--- config.mk ---
export PLATFORM = sky130hd
export DESIGN_NAME = wildcard_byte_pattern_search_core
export DESIGN_NICKNAME = d
export VERILOG_FILES = /design/src/rtl/core/wbps_pkg.sv /design/src/rtl/core/wbps_cell_array.sv /design/src/rtl/core/wildcard_byte_pattern_search_core.sv
export VERILOG_INCLUDE_DIRS = /design/src /design/src/rtl/core
export SDC_FILE = /design/constraint.sdc
export NUM_CORES = 2
export LEC_CHECK = 0
export ABC_AREA = 1
export BUFFER_PORTS_ARGS = -buffer_cell sky130_fd_sc_hd__clkbuf_2
export CORE_MARGIN = 4
export CORE_UTILIZATION = 45
export DETAILED_ROUTE_END_ITERATION = 12
export GPL_TIMING_DRIVEN = 0
export PLACE_DENSITY = 0.61
export SYNTH_ARGS = -nofsm -noshare
export SYNTH_HDL_FRONTEND = slang
export SYNTH_SLANG_ARGS = --single-unit
--- constraint.sdc ---
create_clock -name clk -period 4.2 [get_ports clk]
set_clock_uncertainty 0.15 [all_clocks]
set_input_delay 0.84 -clock clk [delete_from_list [all_inputs] [get_ports clk]]
set_output_delay 0.84 -clock clk [all_outputs]
set_load 0.05 [all_outputs]
--- src/rtl/core/wildcard_byte_pattern_search_core_macros.svh ---
// Assertion macros shared by the wildcard byte pattern search RTL.
`ifndef WILDCARD_BYTE_PATTERN_SEARCH_CORE_MACROS_SVH
`define WILDCARD_BYTE_PATTERN_SEARCH_CORE_MACROS_SVH

// Check an implication on every rising clk edge, off while rst_n is low.
`define WBPS_ASSERT(label, prop, msg) \
  label: assert property (@(posedge clk) disable iff (!rst_n) prop) else $error(msg);

// Check that a condition never holds on a rising clk edge out of reset.
`define WBPS_NEVER(label, cond, msg) \
  label: assert property (@(posedge clk) disable iff (!rst_n) !(cond)) else $error(msg);

`endif

--- src/rtl/core/wbps_pkg.sv ---
// Package with types and constants of the wildcard byte pattern search core.
package wbps_pkg;

  localparam int MaxPatternDef = 128;
  localparam logic [7:0] WildcardByte = 8'h3F;
  localparam int DataW = 8;
  localparam int IdxW = 7;
  localparam int OffsetW = 32;
  localparam int LenCfgW = 8;

  typedef enum logic {
    FUNC_LOAD = 1'b0,
    FUNC_SCAN = 1'b1
  } func_t;

  // Per-item command from the control path to the cell array.
  typedef struct packed {
    logic            load;
    logic            scan;
    logic            clear;
    logic [IdxW-1:0] idx;
    logic [DataW-1:0] data;
  } wbps_cell_ctrl_t;

endpackage

--- src/rtl/core/wbps_cell_array.sv ---
// Pattern cells: stored pattern bytes, partial-match bits and the full-match detect.
module wbps_cell_array import wbps_pkg::*; #(
  parameter int MAX_PATTERN = MaxPatternDef
) (
  input  logic                   clk,
  input  logic                   rst_n,
  input  wbps_cell_ctrl_t        ctrl,
  input  logic [MAX_PATTERN-1:0] len_mask,
  output logic                   match
);

  logic [DataW-1:0]       store_r [MAX_PATTERN];
  logic [MAX_PATTERN-1:0] bits_r;
  logic [MAX_PATTERN-1:0] bits_nxt;
  logic [MAX_PATTERN:0]   prev_vec;
  logic [MAX_PATTERN-1:0] hit;
  logic [MAX_PATTERN-1:0] upd;

  // Cell i extends the run that cell i-1 held on the previous byte.
  always_comb begin
    prev_vec = {bits_r, 1'b1};
    for (int i = 0; i < MAX_PATTERN; i++) begin
      hit[i] = (store_r[i] == WildcardByte) || (store_r[i] == ctrl.data);
    end
    upd   = prev_vec[MAX_PATTERN-1:0] & hit;
    match = |(upd & len_mask);
    if (ctrl.clear) begin
      bits_nxt = '0;
    end else if (ctrl.scan) begin
      bits_nxt = upd;
    end else begin
      bits_nxt = bits_r;
    end
  end

  // Pattern bytes carry no reset; an out-of-range index matches no cell.
  always_ff @(posedge clk) begin
    for (int i = 0; i < MAX_PATTERN; i++) begin
      if (ctrl.load && (32'(ctrl.idx) == i)) begin
        store_r[i] <= ctrl.data;
      end
    end
  end

  always_ff @(posedge clk) begin
    if (!rst_n) begin
      bits_r <= '0;
    end else begin
      bits_r <= bits_nxt;
    end
  end

endmodule

--- src/rtl/core/wildcard_byte_pattern_search_core.sv ---
// A result is registered when the input register passes on the scan byte that causes it.
// Throughput: one item per cycle; every pattern cell updates in parallel on each scanned byte,
// but the input register advances only while the result register is empty or being drained.
// Reset (rst_n low, synchronous): clears partial-match bits, byte count, done flag and valids,
// sets the pattern length to 1; pattern bytes stay undefined until loaded.
`include "wildcard_byte_pattern_search_core_macros.svh"
module wildcard_byte_pattern_search_core import wbps_pkg::*; #(
  parameter int MAX_PATTERN = MaxPatternDef
) (
  input  logic               clk,
  input  logic               rst_n,
  // Input stream.
  input  logic               in_tvalid,
  output logic               in_tready,
  input  logic [15:0]        in_tdata,   // [7:0] data_byte, [14:8] pattern_index, [15] zero
  input  logic               in_tuser,   // [0] func
  input  logic               in_tlast,   // last_byte
  // Result stream.
  output logic               out_tvalid,
  input  logic               out_tready,
  output logic [OffsetW-1:0] out_tdata,  // [31:0] match_offset
  output logic               out_tuser,  // [0] found
  // Configuration: pattern_length.
  input  logic               cfg_wr_en,
  input  logic [LenCfgW-1:0] cfg_wr_data
);

  localparam int LenW = $clog2(MAX_PATTERN + 1);

  // Input register.
  logic             s1_valid_r, s1_valid_nxt;
  func_t            s1_func_r;
  logic [DataW-1:0] s1_data_r;
  logic [IdxW-1:0]  s1_idx_r;
  logic             s1_last_r;

  // Scan state.
  logic [OffsetW-1:0]     bytes_seen_r, bytes_seen_nxt;
  logic                   done_r, done_nxt;
  logic [LenW-1:0]        len_r, len_nxt;
  logic [MAX_PATTERN-1:0] mask_r, mask_nxt;

  // Result register.
  logic               out_valid_r, out_valid_nxt;
  logic               out_found_r;
  logic [OffsetW-1:0] out_offset_r;

  logic            s1_fire;
  logic            scan_en;
  logic            region_end;
  logic            match;
  logic            res_valid;
  wbps_cell_ctrl_t cell_ctrl;

  // Advance the input register only when the result register can take a transfer.
  assign s1_fire   = s1_valid_r && (!out_valid_r || out_tready);
  assign in_tready = !s1_valid_r || s1_fire;

  // Scan only until a match is reported; the region end clears state regardless.
  assign scan_en    = s1_fire && (s1_func_r == FUNC_SCAN) && !done_r;
  assign region_end = s1_fire && (s1_func_r == FUNC_SCAN) && s1_last_r;
  assign res_valid  = scan_en && (match || s1_last_r);

  always_comb begin
    cell_ctrl.load  = s1_fire && (s1_func_r == FUNC_LOAD);
    cell_ctrl.scan  = scan_en;
    cell_ctrl.clear = region_end;
    cell_ctrl.idx   = s1_idx_r;
    cell_ctrl.data  = s1_data_r;
  end

  wbps_cell_array #(
    .MAX_PATTERN(MAX_PATTERN)
  ) u_cells (
    .clk     (clk),
    .rst_n   (rst_n),
    .ctrl    (cell_ctrl),
    .len_mask(mask_r),
    .match   (match)
  );

  // Clamp the written length to 1..MAX_PATTERN and decode the cell that signals a full match.
  always_comb begin
    len_nxt  = len_r;
    mask_nxt = mask_r;
    if (cfg_wr_en) begin
      if (cfg_wr_data == '0) begin
        len_nxt = LenW'(1);
      end else if (32'(cfg_wr_data) > 32'(MAX_PATTERN)) begin
        len_nxt = LenW'(MAX_PATTERN);
      end else begin
        len_nxt = LenW'(cfg_wr_data);
      end
      for (int i = 0; i < MAX_PATTERN; i++) begin
        mask_nxt[i] = (len_nxt == LenW'(i + 1));
      end
    end
  end

  always_comb begin
    s1_valid_nxt = s1_valid_r;
    if (in_tvalid && in_tready) begin
      s1_valid_nxt = 1'b1;
    end else if (s1_fire) begin
      s1_valid_nxt = 1'b0;
    end

    bytes_seen_nxt = bytes_seen_r;
    done_nxt       = done_r;
    if (region_end) begin
      bytes_seen_nxt = '0;
      done_nxt       = 1'b0;
    end else if (scan_en) begin
      bytes_seen_nxt = bytes_seen_r + OffsetW'(1);
      done_nxt       = match;
    end

    // Hold a pending result until it is taken.
    out_valid_nxt = out_valid_r;
    if (res_valid) begin
      out_valid_nxt = 1'b1;
    end else if (out_tready) begin
      out_valid_nxt = 1'b0;
    end
  end

  always_ff @(posedge clk) begin
    if (!rst_n) begin
      s1_valid_r   <= 1'b0;
      bytes_seen_r <= '0;
      done_r       <= 1'b0;
      len_r        <= LenW'(1);
      mask_r       <= MAX_PATTERN'(1);
      out_valid_r  <= 1'b0;
    end else begin
      s1_valid_r   <= s1_valid_nxt;
      bytes_seen_r <= bytes_seen_nxt;
      done_r       <= done_nxt;
      len_r        <= len_nxt;
      mask_r       <= mask_nxt;
      out_valid_r  <= out_valid_nxt;
    end
  end

  // Payload registers: capture on transfer, no reset.
  always_ff @(posedge clk) begin
    if (in_tvalid && in_tready) begin
      s1_func_r <= func_t'(in_tuser);
      s1_data_r <= in_tdata[7:0];
      s1_idx_r  <= in_tdata[14:8];
      s1_last_r <= in_tlast;
    end
    if (res_valid) begin
      out_found_r  <= match;
      // The match ends on this byte, so it starts len-1 bytes back.
      out_offset_r <= match ? (bytes_seen_r + OffsetW'(1) - OffsetW'(len_r)) : '0;
    end
  end

  assign out_tvalid = out_valid_r;
  assign out_tdata  = out_offset_r;
  assign out_tuser  = out_found_r;

  `WBPS_ASSERT(a_done_with_found, $rose(done_r) |-> (out_valid_r && out_tuser), "done set without a found result")
  `WBPS_ASSERT(a_region_end_clears, region_end |=> (bytes_seen_r == '0 && !done_r), "region end did not clear scan state")
  `WBPS_NEVER(a_notfound_offset, out_valid_r && !out_tuser && (out_tdata != '0), "not-found result with nonzero offset")

endmodule
After elaboration in Yosys (flattened, before gate mapping). Memory sizes are Yosys's and may differ from the RTL's. Cells that the tools add are included.

Flip-flop bits (word level): 348. RAM bits: 1024. Memories kept: 1.

$add $sub $neg: 2. Order comparisons: 1. Equal/unequal tests: 511. Multiplexer cells: 644. Bitwise operators: 4. Reduce and logical (&&, ||, !) cells: 402.

Memories: u_cells.store_r (words 128, bits a word 8, read ports 128, clocked after Yosys merged registers in 0, write ports 1, RTL line wbps_cell_array.sv:12) `logic [DataW-1:0] store_r [MAX_PATTERN];`.

Operator list (number): $eq A8 B6 Y1 const B (160); $mux W8 (130); $eq A8 B8 Y1 (128); $reduce_or A8 Y1 (127); $mux W7 (127); $eq A8 B7 Y1 const B (64); $eq A7 B7 Y1 const B (64); $mux W1 (387); $and A128 B128 Y128 (2); $eq A7 B6 Y1 const B (32); $logic_and A1 B1 Y1 (135); $logic_or A1 B1 Y1 (131); $eq A8 B5 Y1 const B (16); $reduce_or A128 Y1 (1); $eq A7 B5 Y1 const B (16); $eq A8 B4 Y1 const B (8); $eq A7 B4 Y1 const B (8); $add A32 B1 Y32 const B (1); $eq A8 B3 Y1 const B (4); $sub A32 B8 Y32 (1); $eq A7 B3 Y1 const B (4); $eq A8 B2 Y1 const B (2); $eq A7 B2 Y1 const B (2); $eq A8 B1 Y1 const B (1); 9 further kinds (13).

Longest topological paths before layout.
Depth after elaboration: 135. Depth in mapped cells: 20. Mapped depth without buffers: 18.

Modules after synthesis. Synthesis repeated with hierarchy kept, for this count alone.

Cell total of the unflattened synthesis: 6452. Area, all modules: 64409.3 µm².

By module, submodules not included: wbps_cell_array (times used 1, cells an instance 5125, area each 54260.8 µm², sequential area each 33291.9 µm²); wildcard_byte_pattern_search_core (times used 1, cells an instance 1327, area each 10148.5 µm², sequential area each 4924.7 µm²).

Worst setup path after synthesis. No wires, ideal clock.

Path kind: reg-to-reg. Start point: reg s1_data_r[4]. End point: reg out_offset_r[0] (netlist: out_tdata[0]) (enable). Setup time: 0.388 ns. Arrival: 4.003 ns. Required time: 3.662 ns. Setup slack: -0.340 ns. Stages on the path, launching flop included: 19. Clock period less this slack: 4.540 ns. Cells stage by stage: edfxtp_1 -> buf_2 -> buf_6 -> buf_4 -> xnor2_1 -> nand2_1 -> nor2_1 -> nand2_1 -> nand2_1 -> nand3_1 -> nand2_1 -> nor2_1 -> nand2_1 -> nor2_1 -> nand2_1 -> nor2_2 -> nand3_1 -> nand2_1 -> inv_1.

Cells in the longest elaborated chain, start to end: 7. Elaborated cells on any way between the ends: 261.

RTL lines: start, declared (RTL line wildcard_byte_pattern_search_core.sv:33) `logic [DataW-1:0] s1_data_r;`; start signal, assigned (RTL line wildcard_byte_pattern_search_core.sv:149) `s1_data_r <= in_tdata[7:0];`; $eq A8 B8 Y1 (RTL line wbps_cell_array.sv:23) `hit[i] = (store_r[i] == WildcardByte) || (store_r[i] == ctrl.data);`; $logic_or A1 B1 Y1 (RTL line wbps_cell_array.sv:23); $and A128 B128 Y128 (*) (RTL line wbps_cell_array.sv:25) `upd = prev_vec[MAX_PATTERN-1:0] & hit;`; $and A128 B128 Y128 (*) (RTL line wbps_cell_array.sv:26) `match = |(upd & len_mask);`; $reduce_or A128 Y1 (*) (RTL line wbps_cell_array.sv:26); $logic_or A1 B1 Y1 (*) (RTL line wildcard_byte_pattern_search_core.sv:62) `assign res_valid = scan_en && (match || s1_last_r);`; $logic_and A1 B1 Y1 (*) (RTL line wildcard_byte_pattern_search_core.sv:62); end signal, assigned (RTL line wildcard_byte_pattern_search_core.sv:156) `out_offset_r <= match ? (bytes_seen_r + OffsetW'(1) - OffsetW'(len_r)) : '0;`; end, declared (RTL line wildcard_byte_pattern_search_core.sv:46) `logic [OffsetW-1:0] out_offset_r;`.

Every way passes the cells marked *; elsewhere a longest branch is shown, timed or not. A chain may end at the register's enable or synchronous reset.

Worst setup path in the final report.
Start point: reg out_valid_r (netlist: out_tvalid). End point: mem u_cells.store_r[126][5] (netlist: u_cells.store_r[1][501]) (enable).

Cells in the longest elaborated chain, start to end: 135. Elaborated cells on any way between the ends: 769.

RTL lines: start, declared (RTL line wildcard_byte_pattern_search_core.sv:44) `logic out_valid_r, out_valid_nxt;`; start signal, assigned (RTL line wildcard_byte_pattern_search_core.sv:141) `out_valid_r <= out_valid_nxt;`; $logic_not A1 Y1 (*) (RTL line wildcard_byte_pattern_search_core.sv:56) `assign s1_fire = s1_valid_r && (!out_valid_r || out_tready);`; $logic_or A1 B1 Y1 (*) (RTL line wildcard_byte_pattern_search_core.sv:56); $logic_and A1 B1 Y1 (*) (RTL line wildcard_byte_pattern_search_core.sv:56); $logic_and A1 B1 Y1 (*) (RTL line wildcard_byte_pattern_search_core.sv:65) `cell_ctrl.load = s1_fire && (s1_func_r == FUNC_LOAD);`; $logic_and A1 B1 Y1 (RTL line wbps_cell_array.sv:39) `if (ctrl.load && (32'(ctrl.idx) == i)) begin`; $mux W1 (RTL line wbps_cell_array.sv:39); $mux W1 (implied by the code) (RTL line wbps_cell_array.sv:40) `store_r[i] <= ctrl.data;`; $reduce_or A8 Y1 (no source line); $mux W7 (no source line) or $mux W1 (tied branches) (127 in series); end, declared (RTL line wbps_cell_array.sv:12).

Marked as above.

==> results_dict.tcl <==
set metrics [dict create \
    outcome "complete, no violations" \
    gpl.final_weighted_congestion 0.9478 \
    headroom_to_the_max_slew_limit 0.01626 \
    areaGrowthSynthToFinish_pct 15.31 \
    synth_net_count 6362 \
    postSynthCellCount 6321 \
    multi_input_comb_area_um2 23250 \
    leakagePower_nw 26.10 \
    start_kind "register" \
    placement.io_buffers 63 \
    post_route_fraction_of_the_period_consumed_by_the_critical_path 0.9860 \
    synth-seq-area-share 0.5989 \
    layout.cells.most_common_list "sky130_fd_sc_hd__nand2_1 (1649), sky130_fd_sc_hd__edfxtp_1 (1074), sky130_fd_sc_hd__xnor2_1 (891)" \
    cp_data_required_time_ns 4.47 \
    clkTransAtPathRegs_ns 0.06 \
    hold_depth 1 \
    synth_seq_cells 1372 \
    ys_async_sr_fraction 0 \
    detail-route-antenna-nets 0 \
    critPathArrivalTime_ns 4.41 \
    power.density_cell_area_nw_per_um2 407.9 \
    clock_tree_from_tritoncts "built" \
    setup_total_negative_slack_ns 0 \
    holdCritPathClass "in -> reg" \
    yosysWarnings 0 \
    cap_viol_max_count 0 \
    synth.avg_cell_area_um2 10.09 \
    total_nets_final 6655 \
    design.core.area_um2 140200 \
    first_pass_iters 6 \
    final_layout_size_suffix_gt1_frac 0.08575 \
    worst-path-max-fanout 8 \
    timing.reg2reg.worst_path_depth 7 \
    min_from "in_tuser" \
    grt_start_max_net_pins 28 \
    total_number_of_h_tree_levels 4 \
    drc_errors 0 \
    grt_antenna_before_repair 3 \
    cts.sink_count 1372 \
    via_count_of_the_first_global_routing_pass 43214 \
    dr_total_vias 46534 \
    die_width_um 384.6 \
    setup_repair_after_global_routing_missed_its_margin "no" \
    cts_made_buffers 149 \
    ff_latch_area_um2 38220 \
    first_iter_violations 5020 \
    routed_wl_um 200400 \
    r2r_slack_ns 0.06 \
    groute.usage.overall 0.2672 \
    grt_pass1_wl_um 285700 \
    final_common_cell "sky130_fd_sc_hd__nand2_1" \
    synth_enable_flop_cells 1074 \
    setup_viol 0 \
    vias_per_cell 5.406 \
    clock_root_buffer "sky130_fd_sc_hd__clkbuf_16" \
    die_area_um2 147900 \
    wire_length_per_cell_um 23.28 \
    ir_worst_vdd_v 0.0004393 \
    timing.final.max_slew_violations 0 \
    timing_hold_violations_final 0 \
    ys_dominant_reg_cell "sky130_fd_sc_hd__edfxtp_1" \
    synthesis.area_um2 63810 \
    ios 66 \
    die-height_um 384.6 \
    worstSetupStartpoint "out_tvalid$_SDFFE_PN0P_" \
    time_the_final_worst_path_needs_with_i_o_delays_and_setup_ns 4.141 \
    clk-insertion-delay-late_ns 0.80 \
    clock_path_buffers 3 \
    worstReg2RegStart "out_tvalid$_SDFFE_PN0P_" \
    dp.final_hpwl_um 140700 \
    endpoint_kind "register" \
    floorplan.initialDensity 0.4551 \
    fmax_ghz 0.2415 \
    report.power.total_mw 30.01 \
    yosysUniqueCellTypes 47 \
    rows 137 \
    grt_overflow 0 \
    finalHoldWorstSlack_ns 0.06637 \
    worst-setup-path-type "reg -> reg" \
    fillers 12237 \
    max_slew.worst_pin.slew_ns 1.476 \
]
## cell families after synthesis
logic type | synth area share
fa+ha+maj | 0.002079
compound gates | 0.04096
flops | 0.5989
xor+xnor | 0.1258
simple gates | 0.1929
buf+inv | 0.03928
## Yosys cell counts, types with 13 or more instances
library cell               instances  share of area
sky130_fd_sc_hd__a21oi_1         316          0.025
sky130_fd_sc_hd__buf_2            25         0.0020
sky130_fd_sc_hd__buf_4            57         0.0067
sky130_fd_sc_hd__buf_6            43         0.0076
sky130_fd_sc_hd__clkbuf_1        100         0.0059
sky130_fd_sc_hd__dfxtp_1         298          0.093
sky130_fd_sc_hd__edfxtp_1       1074           0.51
sky130_fd_sc_hd__inv_1           270          0.016
sky130_fd_sc_hd__nand2_1        1683          0.099
sky130_fd_sc_hd__nand3_1         418          0.033
sky130_fd_sc_hd__nand4_1          76         0.0075
sky130_fd_sc_hd__nor2_1          678          0.040
sky130_fd_sc_hd__nor3_1           75         0.0059
sky130_fd_sc_hd__o21ai_0         173          0.014
sky130_fd_sc_hd__or2_0            18         0.0018
sky130_fd_sc_hd__or2_1            13         0.0013
sky130_fd_sc_hd__xnor2_1         891           0.12
sky130_fd_sc_hd__xor2_1           22         0.0030
## metal layers
| metal | vias to the layer above | wire length [um] | GRT usage |
|---|---|---|---|
| met5 | - | 44 | 0 |
| met4 | 2 | 10670 | 0.1281 |
| met3 | 431 | 17100 | 0.05124 |
| met2 | 1985 | 91020 | 0.4263 |
| met1 | 22542 | 81530 | 0.3515 |
| li1 | 21574 | - | - |
## critical path: stages (launching register included)
cell,delay (ns)
sky130_fd_sc_hd__dfxtp_1,0.32
sky130_fd_sc_hd__nand2_1,0.09
sky130_fd_sc_hd__nand2_1,0.08
sky130_fd_sc_hd__nor2_1,0.53
sky130_fd_sc_hd__inv_1,0.21
sky130_fd_sc_hd__nor3_1,0.47
sky130_fd_sc_hd__nand3_1,0.96
sky130_fd_sc_hd__nor2_1,0.94
## flip-flops by register name, summed over array words and instances (netlist names)
| name | count |
|---|---|
| u_cells.store_r | 1024 |
| out_tdata | 32 |
| s1_last_r | 1 |
| len_r | 8 |
| bytes_seen_r | 32 |
| s1_data_r | 8 |
| s1_idx_r | 7 |
| mask_r | 128 |
| out_tuser | 1 |
| u_cells.bits_r | 127 |
| out_tvalid | 1 |
| s1_func_r | 1 |
| s1_valid_r | 1 |
| done_r | 1 |
## worst paths after layout
path,endpoint
worst min-delay path,s1_func_r$_DFFE_PP_
worst max-delay path,u_cells.store_r[1][501]$_DFFE_PP_
worst min register to register,mask_r[27]$_SDFFE_PN0P_
worst max register to register,u_cells.store_r[1][501]$_DFFE_PP_
## power by group
group | switching [mW] | internal [mW]
registers | 0.0911 | 14.7
clock network | 5.44 | 7.44
logic | 1.50 | 0.811
total | 7.04 | 23.0
## metrics by stage
step	std cells	setup slack, ns	utilization	instance area, um^2
final	8608	0.05895	0.5247	73580
after global routing	8605	0.001395	0.5247	73570
after CTS	8607	-0.003141	0.5237	73430
after detailed placement	8333	-1.572	0.4878	68400
after global placement	8260	-5.605	0.4744	66520
after floorplan	6321	-0.2182	-	63860
## cell type report
cell class / count / area share
clock buffer: 196 / 0.05602
multi-input combinational: 4437 / 0.3159
tap: 1876 / 0.03190
timing repair inverter: 1 / 0.0001020
inverter: 281 / 0.01449
sequential: 1372 / 0.5194
antenna: 3 / 0.0001020
buffer: 226 / 0.02282
timing repair buffer: 146 / 0.03083
clock inverter: 70 / 0.008367
## timing repair
action | 4_1_cts | 5_1_grt
hold buffers | 0 | 0
setup endpoints to repair | 75 | 117
buffers inserted | 10 | 0
pin swaps | 0 | 2
gates resized for setup | 63 | 46
cloned | 1 | 0
(Power assumes the default switching activity.)
